### config.mk
export PLATFORM = sky130hd
export DESIGN_NAME = utf8_char_segmenter_top
export DESIGN_NICKNAME = d
export VERILOG_FILES = /design/src/rtl/u8seg_pkg.sv /design/src/rtl/utf8_char_segmenter_top.sv
export SDC_FILE = /design/constraint.sdc
export NUM_CORES = 1
export LEC_CHECK = 0
export ABC_CLOCK_PERIOD_IN_PS = 4210
export BUFFER_PORTS_ARGS = -buffer_cell sky130_fd_sc_hd__buf_4
export CAP_MARGIN = 25
export CORE_ASPECT_RATIO = 2
export CORE_UTILIZATION = 55
export CTS_BUF_LIST = sky130_fd_sc_hd__clkbuf_8
export DETAILED_ROUTE_END_ITERATION = 8
export PLACE_DENSITY_LB_ADDON = 0.3
export SYNTH_ARGS = -nofsm -noshare
export SYNTH_HDL_FRONTEND = slang
export SYNTH_SLANG_ARGS = --single-unit
### constraint.sdc
create_clock -name aclk -period 4.21 [get_ports aclk]
set_input_delay 0.2105 -clock aclk [delete_from_list [all_inputs] [get_ports aclk]]
set_output_delay 0.2105 -clock aclk [all_outputs]
set_load 0.1 [all_outputs]
### src/rtl/u8seg_pkg.sv
// ----------------------------------------------------------------------------
// u8seg_pkg
// shared types, codes and the byte classifier for the utf-8 segmenter
// ----------------------------------------------------------------------------
package u8seg_pkg;

    localparam int OFFSET_BITS_DEFAULT = 16;
    localparam int START_BITS          = 16;
    localparam int MAX_RESULTS         = 3;

    localparam logic [2:0] MAX_SEG = 3'd7;

    // byte classes: continuation, ascii, lead 2..6, illegal
    localparam logic [2:0] CLS_CONT    = 3'd0;
    localparam logic [2:0] CLS_ASCII   = 3'd1;
    localparam logic [2:0] CLS_ILLEGAL = 3'd7;

    // result status codes
    localparam logic [1:0] ST_WELL_FORMED = 2'd0;
    localparam logic [1:0] ST_SINGLE      = 2'd1;
    localparam logic [1:0] ST_END         = 2'd2;

    typedef struct packed {
        logic [START_BITS-1:0] start;
        logic [2:0]            length;
        logic [1:0]            status;
    } seg_result_t;

    function automatic logic [2:0] classify(input logic [7:0] b);
        logic [2:0] c;
        if (!b[7]) begin
            c = CLS_ASCII;
        end else if (!b[6]) begin
            c = CLS_CONT;
        end else if (!b[5]) begin
            c = 3'd2;
        end else if (!b[4]) begin
            c = 3'd3;
        end else if (!b[3]) begin
            c = 3'd4;
        end else if (!b[2]) begin
            c = 3'd5;
        end else if (!b[1]) begin
            c = 3'd6;
        end else begin
            c = CLS_ILLEGAL;
        end
        return c;
    endfunction

    function automatic seg_result_t make_result(input logic [START_BITS-1:0] start,
                                                input logic [2:0] length,
                                                input logic [1:0] status);
        seg_result_t r;
        r.start  = start;
        r.length = length;
        r.status = status;
        return r;
    endfunction

endpackage

### src/rtl/utf8_char_segmenter_top.sv
// ----------------------------------------------------------------------------
// utf8_char_segmenter_top
// cuts a byte stream into utf-8 character segments, one byte per request
// ----------------------------------------------------------------------------
// output: the first result of a byte shows on m_* in the cycle after it is taken
// throughput: one byte per cycle while each byte gives at most one result and m_ready
//   is high; a byte giving k results (up to 3) holds the input until the
//   single-result output port has drained the result slots
// reset: synchronous active-low aresetn empties the result slots and clears
//   all segment state and the byte offset
module utf8_char_segmenter_top #(
    parameter int OFFSET_BITS = u8seg_pkg::OFFSET_BITS_DEFAULT
) (
    input  logic        aclk,
    input  logic        aresetn,
    // byte requests
    input  logic        s_valid,
    output logic        s_ready,
    input  logic [7:0]  s_data_byte,
    input  logic        s_final_byte,
    // segment results
    output logic        m_valid,
    input  logic        m_ready,
    output logic [15:0] m_segment_start,
    output logic [2:0]  m_segment_length,
    output logic [1:0]  m_status,
    output logic        m_last_of_run
);

    // segment state
    logic [2:0]             open_length_reg,     open_length_next;
    logic [2:0]             declared_length_reg, declared_length_next;
    logic                   segment_open_reg,    segment_open_next;
    logic [OFFSET_BITS-1:0] open_start_reg,      open_start_next;
    logic [OFFSET_BITS-1:0] byte_offset_reg,     byte_offset_next;
    logic                   text_ended_reg,      text_ended_next;

    // result slots, slot 0 is the head shown on m_*
    u8seg_pkg::seg_result_t slot_reg [u8seg_pkg::MAX_RESULTS];
    u8seg_pkg::seg_result_t slot_next[u8seg_pkg::MAX_RESULTS];
    logic [1:0]             count_reg, count_next;

    logic s_accept;
    logic m_pop;

    // offsets are reported as their low 16 bits, zero-extended when narrower
    function automatic logic [15:0] to_start(input logic [OFFSET_BITS-1:0] v);
        logic [OFFSET_BITS+15:0] w;
        w = {16'd0, v};
        return w[15:0];
    endfunction

    // accept when the slots are empty, or the last one leaves this cycle
    assign m_valid  = (count_reg != 2'd0);
    assign m_pop    = m_valid && m_ready;
    assign s_ready  = (count_reg == 2'd0) || ((count_reg == 2'd1) && m_ready);
    assign s_accept = s_valid && s_ready;

    assign m_segment_start  = slot_reg[0].start;
    assign m_segment_length = slot_reg[0].length;
    assign m_status         = slot_reg[0].status;
    assign m_last_of_run    = (count_reg == 2'd1);

    // one pass over the incoming byte: up to three results and the new state
    always_comb begin
        logic [2:0]             cls;
        logic [2:0]             len;
        logic [2:0]             decl;
        logic                   open;
        logic [OFFSET_BITS-1:0] start;
        logic [OFFSET_BITS-1:0] ofs_inc;
        logic [1:0]             n;

        cls     = u8seg_pkg::classify(s_data_byte);
        len     = open_length_reg;
        decl    = declared_length_reg;
        open    = segment_open_reg;
        start   = open_start_reg;
        ofs_inc = byte_offset_reg + {{(OFFSET_BITS-1){1'b0}}, 1'b1};
        n       = 2'd0;
        for (int i = 0; i < u8seg_pkg::MAX_RESULTS; i++) begin
            slot_next[i] = u8seg_pkg::make_result(16'd0, 3'd0, u8seg_pkg::ST_END);
        end

        text_ended_next = text_ended_reg;

        if (text_ended_reg) begin
            // bytes after a zero byte are dropped
        end else if (s_data_byte == 8'd0) begin
            if (open) begin
                slot_next[n] = u8seg_pkg::make_result(to_start(start), len,
                    (len == decl) ? u8seg_pkg::ST_WELL_FORMED : u8seg_pkg::ST_SINGLE);
                n = n + 2'd1;
            end
            open = 1'b0;
            len  = 3'd0;
            decl = 3'd0;
            slot_next[n] = u8seg_pkg::make_result(to_start(byte_offset_reg), 3'd0,
                u8seg_pkg::ST_END);
            n = n + 2'd1;
            text_ended_next = 1'b1;
        end else begin
            if (open && (cls == u8seg_pkg::CLS_CONT)) begin
                len = len + 3'd1;
                // segment full at seven bytes
                if (len == u8seg_pkg::MAX_SEG) begin
                    slot_next[n] = u8seg_pkg::make_result(to_start(start), len,
                        (len == decl) ? u8seg_pkg::ST_WELL_FORMED : u8seg_pkg::ST_SINGLE);
                    n    = n + 2'd1;
                    open = 1'b0;
                    len  = 3'd0;
                    decl = 3'd0;
                end
            end else begin
                // foreign byte closes the open segment first
                if (open) begin
                    slot_next[n] = u8seg_pkg::make_result(to_start(start), len,
                        (len == decl) ? u8seg_pkg::ST_WELL_FORMED : u8seg_pkg::ST_SINGLE);
                    n = n + 2'd1;
                end
                open = 1'b0;
                len  = 3'd0;
                decl = 3'd0;
                if ((cls == u8seg_pkg::CLS_ASCII) || (cls == u8seg_pkg::CLS_ILLEGAL)) begin
                    slot_next[n] = u8seg_pkg::make_result(to_start(byte_offset_reg), 3'd1,
                        u8seg_pkg::ST_SINGLE);
                    n = n + 2'd1;
                end else begin
                    // lead byte, or a stray continuation with declared length 0
                    open  = 1'b1;
                    len   = 3'd1;
                    decl  = cls;
                    start = byte_offset_reg;
                end
            end
            if (s_final_byte) begin
                if (open) begin
                    slot_next[n] = u8seg_pkg::make_result(to_start(start), len,
                        (len == decl) ? u8seg_pkg::ST_WELL_FORMED : u8seg_pkg::ST_SINGLE);
                    n = n + 2'd1;
                end
                open = 1'b0;
                len  = 3'd0;
                decl = 3'd0;
                slot_next[n] = u8seg_pkg::make_result(to_start(ofs_inc), 3'd0,
                    u8seg_pkg::ST_END);
                n = n + 2'd1;
            end
        end

        // end of buffer clears everything for the next one
        if (s_final_byte) begin
            byte_offset_next = '0;
            text_ended_next  = 1'b0;
            open             = 1'b0;
            len              = 3'd0;
            decl             = 3'd0;
        end else begin
            byte_offset_next = ofs_inc;
        end

        open_length_next     = len;
        declared_length_next = decl;
        segment_open_next    = open;
        open_start_next      = start;
        count_next           = n;
    end

    // control state
    always_ff @(posedge aclk) begin
        if (!aresetn) begin
            count_reg           <= 2'd0;
            open_length_reg     <= 3'd0;
            declared_length_reg <= 3'd0;
            segment_open_reg    <= 1'b0;
            open_start_reg      <= '0;
            byte_offset_reg     <= '0;
            text_ended_reg      <= 1'b0;
        end else if (s_accept) begin
            count_reg           <= count_next;
            open_length_reg     <= open_length_next;
            declared_length_reg <= declared_length_next;
            segment_open_reg    <= segment_open_next;
            open_start_reg      <= open_start_next;
            byte_offset_reg     <= byte_offset_next;
            text_ended_reg      <= text_ended_next;
        end else if (m_pop) begin
            count_reg <= count_reg - 2'd1;
        end
    end

    // result payload, shifts toward the head as results leave
    always_ff @(posedge aclk) begin
        if (s_accept) begin
            for (int i = 0; i < u8seg_pkg::MAX_RESULTS; i++) begin
                slot_reg[i] <= slot_next[i];
            end
        end else if (m_pop) begin
            for (int i = 0; i < u8seg_pkg::MAX_RESULTS - 1; i++) begin
                slot_reg[i] <= slot_reg[i+1];
            end
        end
    end

endmodule

**After elaboration in Yosys (flattened, before gate mapping)**

Memory sizes are Yosys's and may differ from the RTL's.
Cells that the tools add are included.

- Register bits after elaboration: 42
- Bits in writable memories: 63
- Input bits: 13
- Output and inout bits: 24
- Word-level logic and storage cells: 158
- Memories: 1

- Add/sub/neg operators: 7
- Magnitude comparators: 8
- Eq/ne operators: 8
- Mux-type cells: 102
- Bitwise operators: 8
- Reduce and logical (&&, ||, !) cells: 17

Memory list:

| memory | depth | width | read ports | clocked after memory_dff | wr ports | RTL line | source |
|---|---|---|---|---|---|---|---|
| slot_reg | 3 | 21 | 3 | 0 | 3 | utf8_char_segmenter_top.sv:39 | `u8seg_pkg::seg_result_t slot_reg [u8seg_pkg::MAX_RESULTS];` |

Operator list:

| operator | number |
|---|---|
| two-way mux 63 bit | 8 |
| two-way mux 21 bit | 16 |
| bitwise mux 63 bit | 4 |
| demux 21 bit (select 2 bit) | 4 |
| two-way mux 42 bit | 3 |
| two-way mux 16 bit | 5 |
| two-way mux 3 bit | 19 |
| two-way mux 2 bit | 20 |
| two-way mux 1 bit | 23 |
| adder 16 x 1 -> 16 bit (second input constant) | 1 |
| >= comparator 3 bit (second input constant) | 4 |
| less-than comparator 3 x 1 -> 1 bit (second input constant) | 4 |
| inverter 2 -> 3 bit | 4 |
| equality test 3 bit | 3 |
| adder 2 x 1 -> 2 bit (second input constant) | 4 |
| logical AND 1 bit | 8 |
| zero test 8 bit | 1 |
| equality test 3 bit (second input constant) | 2 |
| nonzero test 2 bit | 2 |
| adder 3 x 1 -> 3 bit (second input constant) | 1 |
| equality test 3 x 1 -> 1 bit (second input constant) | 1 |
| zero test 3 bit | 1 |
| AND reduction 3 bit | 1 |
| equality test 2 x 1 -> 1 bit (second input constant) | 1 |
| other kinds (7) | 10 |

**Longest topological paths before layout**

- Depth after elaboration: 32
- Mapped depth: 17

**Worst setup path after synthesis**

Ideal clock, no wire load.

- Path type: register to register
- Start point: register count_reg[1]
- End point: register byte_offset_reg[5]
- Setup time: 128 ps
- Arrival: 3681 ps
- Required time: 4082 ps
- Path slack: 402 ps
- Stages on the path, launching flop included: 10
- Cell sequence: dfxtp_1 inv_1 ha_1 a21o_1 nand2_1 inv_1 clkbuf_1 o21ai_0 a22oi_1 nor2_1

- Longest elaborated chain between the ends: 4
- Elaborated cells on any way between the ends: 5

RTL lines:

| what | RTL line | source |
|---|---|---|
| start: declaration | utf8_char_segmenter_top.sv:41 | `logic [1:0] count_reg, count_next;` |
| start signal: assignment | utf8_char_segmenter_top.sv:180 | `count_reg <= count_next;` |
| start signal: assignment | utf8_char_segmenter_top.sv:188 | `count_reg <= count_reg - 2'd1;` |
| equality test 2 x 1 -> 1 bit | - |  |
| net m_last_of_run | utf8_char_segmenter_top.sv:27 | `output logic m_last_of_run` |
| logical AND 1 bit | utf8_char_segmenter_top.sv:56 | `assign s_ready = (count_reg == 2'd0) \|\| ((count_reg == 2'd1) && m_ready);` |
| logical OR 1 bit | utf8_char_segmenter_top.sv:56 |  |
| net s_ready | utf8_char_segmenter_top.sv:18 | `output logic s_ready,` |
| logical AND 1 bit | utf8_char_segmenter_top.sv:57 | `assign s_accept = s_valid && s_ready;` |
| net s_accept | utf8_char_segmenter_top.sv:43 | `logic s_accept;` |
| end signal: assignment | utf8_char_segmenter_top.sv:185 | `byte_offset_reg <= byte_offset_next;` |
| end: declaration | utf8_char_segmenter_top.sv:35 | `logic [OFFSET_BITS-1:0] byte_offset_reg, byte_offset_next;` |

The timed path passes the listed nets, and every way through them passes these cells.
A chain may end at the register's enable or synchronous reset.

==> impl_metrics.env <==
export IMPL_status="finished clean"
export IMPL_finalCriticalPeriod_ns=4.02
export IMPL_drtAntennaViolNets=0
export IMPL_coreArea_um2=12700
export IMPL_grt_usage_pct=40.1
export IMPL_avgSynthCellArea_um2=8.55
export IMPL_hold_path_depth=2
export IMPL_syn_to_final_growth_pct=4.51
export IMPL_path_max_fanout=16
export IMPL_reg2reg_from="open_length_reg[0]"
export IMPL_critPathRequiredTime_ns=4.36
export IMPL_wl_per_cell_um=27.6
export IMPL_mostFrequentLayoutCells="nand2_1, a21oi_1, o21ai_0"
export IMPL_start_util_pct=57.0
export IMPL_fin_cells=978
export IMPL_finalSetupViolCount=0
export IMPL_regToRegSetupSlack_ns=0.19
export IMPL_cts_num_sinks=105
export IMPL_syn_area_um2=7230
export IMPL_ys_seq_area_share_pct=37.8
export IMPL_synthFlopType="edfxtp_1"
export IMPL_nFillCells=1185
export IMPL_reg2reg_to="slot_reg[0][20]"
export IMPL_die_w_um=83.1
export IMPL_grt_pass1_vias=6948
export IMPL_worst_ep_arrival_time_ns=4.16
export IMPL_fin_ws_ns=0.194
export IMPL_synth_top_area_share_pct=26.2
export IMPL_worstSetupPathType="reg2reg"
export IMPL_power_density_nw_per_um2=600
export IMPL_finalMaxSlewViolations=0
export IMPL_pin_count=37
export IMPL_ys_ff_latch=105
export IMPL_drt_first_pass_iters=8
export IMPL_rsz0062_at_grt="false"
export IMPL_peakVddDrop_mv=0.675
export IMPL_skew_ns=0.0140
export IMPL_grt_max_degree=47
export IMPL_cts_tree="yes"
export IMPL_place_ws_ns=0.309
export IMPL_fin_crit_sh_pct=95.4
export IMPL_port_buffers=36
export IMPL_drv_cap=0
export IMPL_hold_start="aresetn"
export IMPL_synth_edff_count=63
export IMPL_syn_instance_count=846
export IMPL_yosysUniqueCellTypes=72
export IMPL_synth_top_area_cell="edfxtp_1"
export IMPL_dr_total_vias=7141
export IMPL_clkTransAtPathRegs_ns=0.11
export IMPL_worstRegToRegCells=12
export IMPL_synth_async_reset_ratio_pct=0
export IMPL_cts_buffer_depth=2
export IMPL_p_leak_nw=2.62
export IMPL_largest_register_ffs=63
export IMPL_final_nets=849
export IMPL_die_h_um=164
export IMPL_synthTopCellsByArea="edfxtp_1, dfxtp_1, nand2_1"
export IMPL_die_area_um2=13600
export IMPL_multi_input_comb_area_um2=3940
export IMPL_rows=58
export IMPL_yosysWarnings=0
export IMPL_tightest_slew_ns=1.01
export IMPL_post_cts_resized=0
export IMPL_mostFrequentLayoutCell="nand2_1"
export IMPL_seq_area_um2=2730
export IMPL_tns_ns=0
export IMPL_antenna_found_initial=0
export IMPL_drt_iter0_drc=1053
export IMPL_routed_wl_um=27000
export IMPL_hpwl_um=18500
export IMPL_fin_hold_ws_ns=0.0664
export IMPL_cts_htree_levels=3
export IMPL_post_cts_buffers=0
export IMPL_hold_viol=0
export IMPL_place_congestion=1.01
export IMPL_relSlewSlack_pct=31.8
export IMPL_grt_pass1_wl_um=40900
export IMPL_hold_class="in2reg"
export IMPL_clock_root_buffer="clkbuf_8"
export IMPL_synthesis_nets=872
export IMPL_cts_buffers=9
export IMPL_dp_cells=962
export IMPL_drive_gt1_share_pct=12.8
export IMPL_drc=0
export IMPL_vias_per_cell=7.30
export IMPL_cp_end_kind="register"
export IMPL_insertedDiodeCount=0
export IMPL_postCtsHoldBufs=0
export IMPL_hold_path_end="count_reg[0]"
export IMPL_cp_start_kind="register"
export IMPL_clkLatencyLatePin_ns=0.39
export IMPL_globalRouteOverflowTotal=0
export IMPL_max_freq_ghz=0.249
==> per-layer routing <==
layer	wire (um)	track usage, %	vias up
li1	-	-	3084
met1	8570	41.6	3372
met2	13300	69.2	511
met3	2270	6.43	174
met4	2870	35.9	0
met5	0	0	-
==> worst max-delay path: stages (launching register included) <==
cell and delay, ns:
dfxtp_1 0.54, ha_1 0.38, xor2_4 0.19, nand3_2 0.19, nand2_1 0.16, inv_1 0.09, ha_1 0.27, mux2_2 0.21
ha_1 0.21, nand2_1 0.22, nor2_2 0.77, a22oi_1 0.22, a32o_1 0.33
==> how the worst max path moves through the flow <==
stage                  startpoint                 end  cells after the start
6_report       open_length_reg[0]     slot_reg[0][20]                     12
5_1_grt        open_length_reg[0]     slot_reg[0][20]                     12
4_1_cts        open_length_reg[0]     slot_reg[0][20]                     12
3_5_place_dp   open_length_reg[0]     slot_reg[0][20]                     12
3_3_place_gp       s_data_byte[6]     slot_reg[1][11]                     16
2_1_floorplan        count_reg[1]  byte_offset_reg[5]                      9
==> cell type report <==
class,instances,share of cell area [%]
multi-input cells,630,52.0
inverters,17,0.844
clock buffers,9,1.64
clock inverters,7,0.844
repair buffers,60,6.01
well taps,150,2.48
flip-flops and latches,105,36.1
==> report_power, final <==
part	internal [W]	switching, W	total (W)
Combinational	0.000491	0.00183	0.00232
Sequential	0.00148	0.000111	0.00159
Clock	0.000227	0.000409	0.000636
==> through the flow <==
| stage | total power [W] | area [um^2] | util [%] |
|---|---|---|---|
| 2_1_floorplan | 0.00339 | 7230 | - |
| 3_5_place_dp | 0.00388 | 7370 | 58.1 |
| 4_1_cts | 0.00450 | 7560 | 59.5 |
| 6_report | 0.00454 | 7560 | 59.5 |
| 5_1_grt | 0.00467 | 7560 | 59.5 |
| 3_3_place_gp | 0.00385 | 7360 | 58.0 |
==> cell families after synthesis <==
group	count (synthesis)	share of synthesized area (%)
DFF	105	37.8
and+or+nand+nor	287	19.6
buffers and inverters	111	7.96
AOI/OAI and AO/OA	288	26.5
muxes	24	3.34
xor gates and xnor gates	18	2.54
adders and majority gates	13	2.25
==> synth_stat cells, drive strengths merged, types with 14 or more instances <==
library cell / number
o21ai: 83
nand2: 121
buf: 57
a221o: 14
inv: 17
nand3: 32
clkbuf: 37
dfxtp: 42
a21oi: 75
mux2i: 23
a22oi: 14
edfxtp: 63
nor3: 24
nor2: 59
Note: power is estimated with default switching activity, not from simulation.
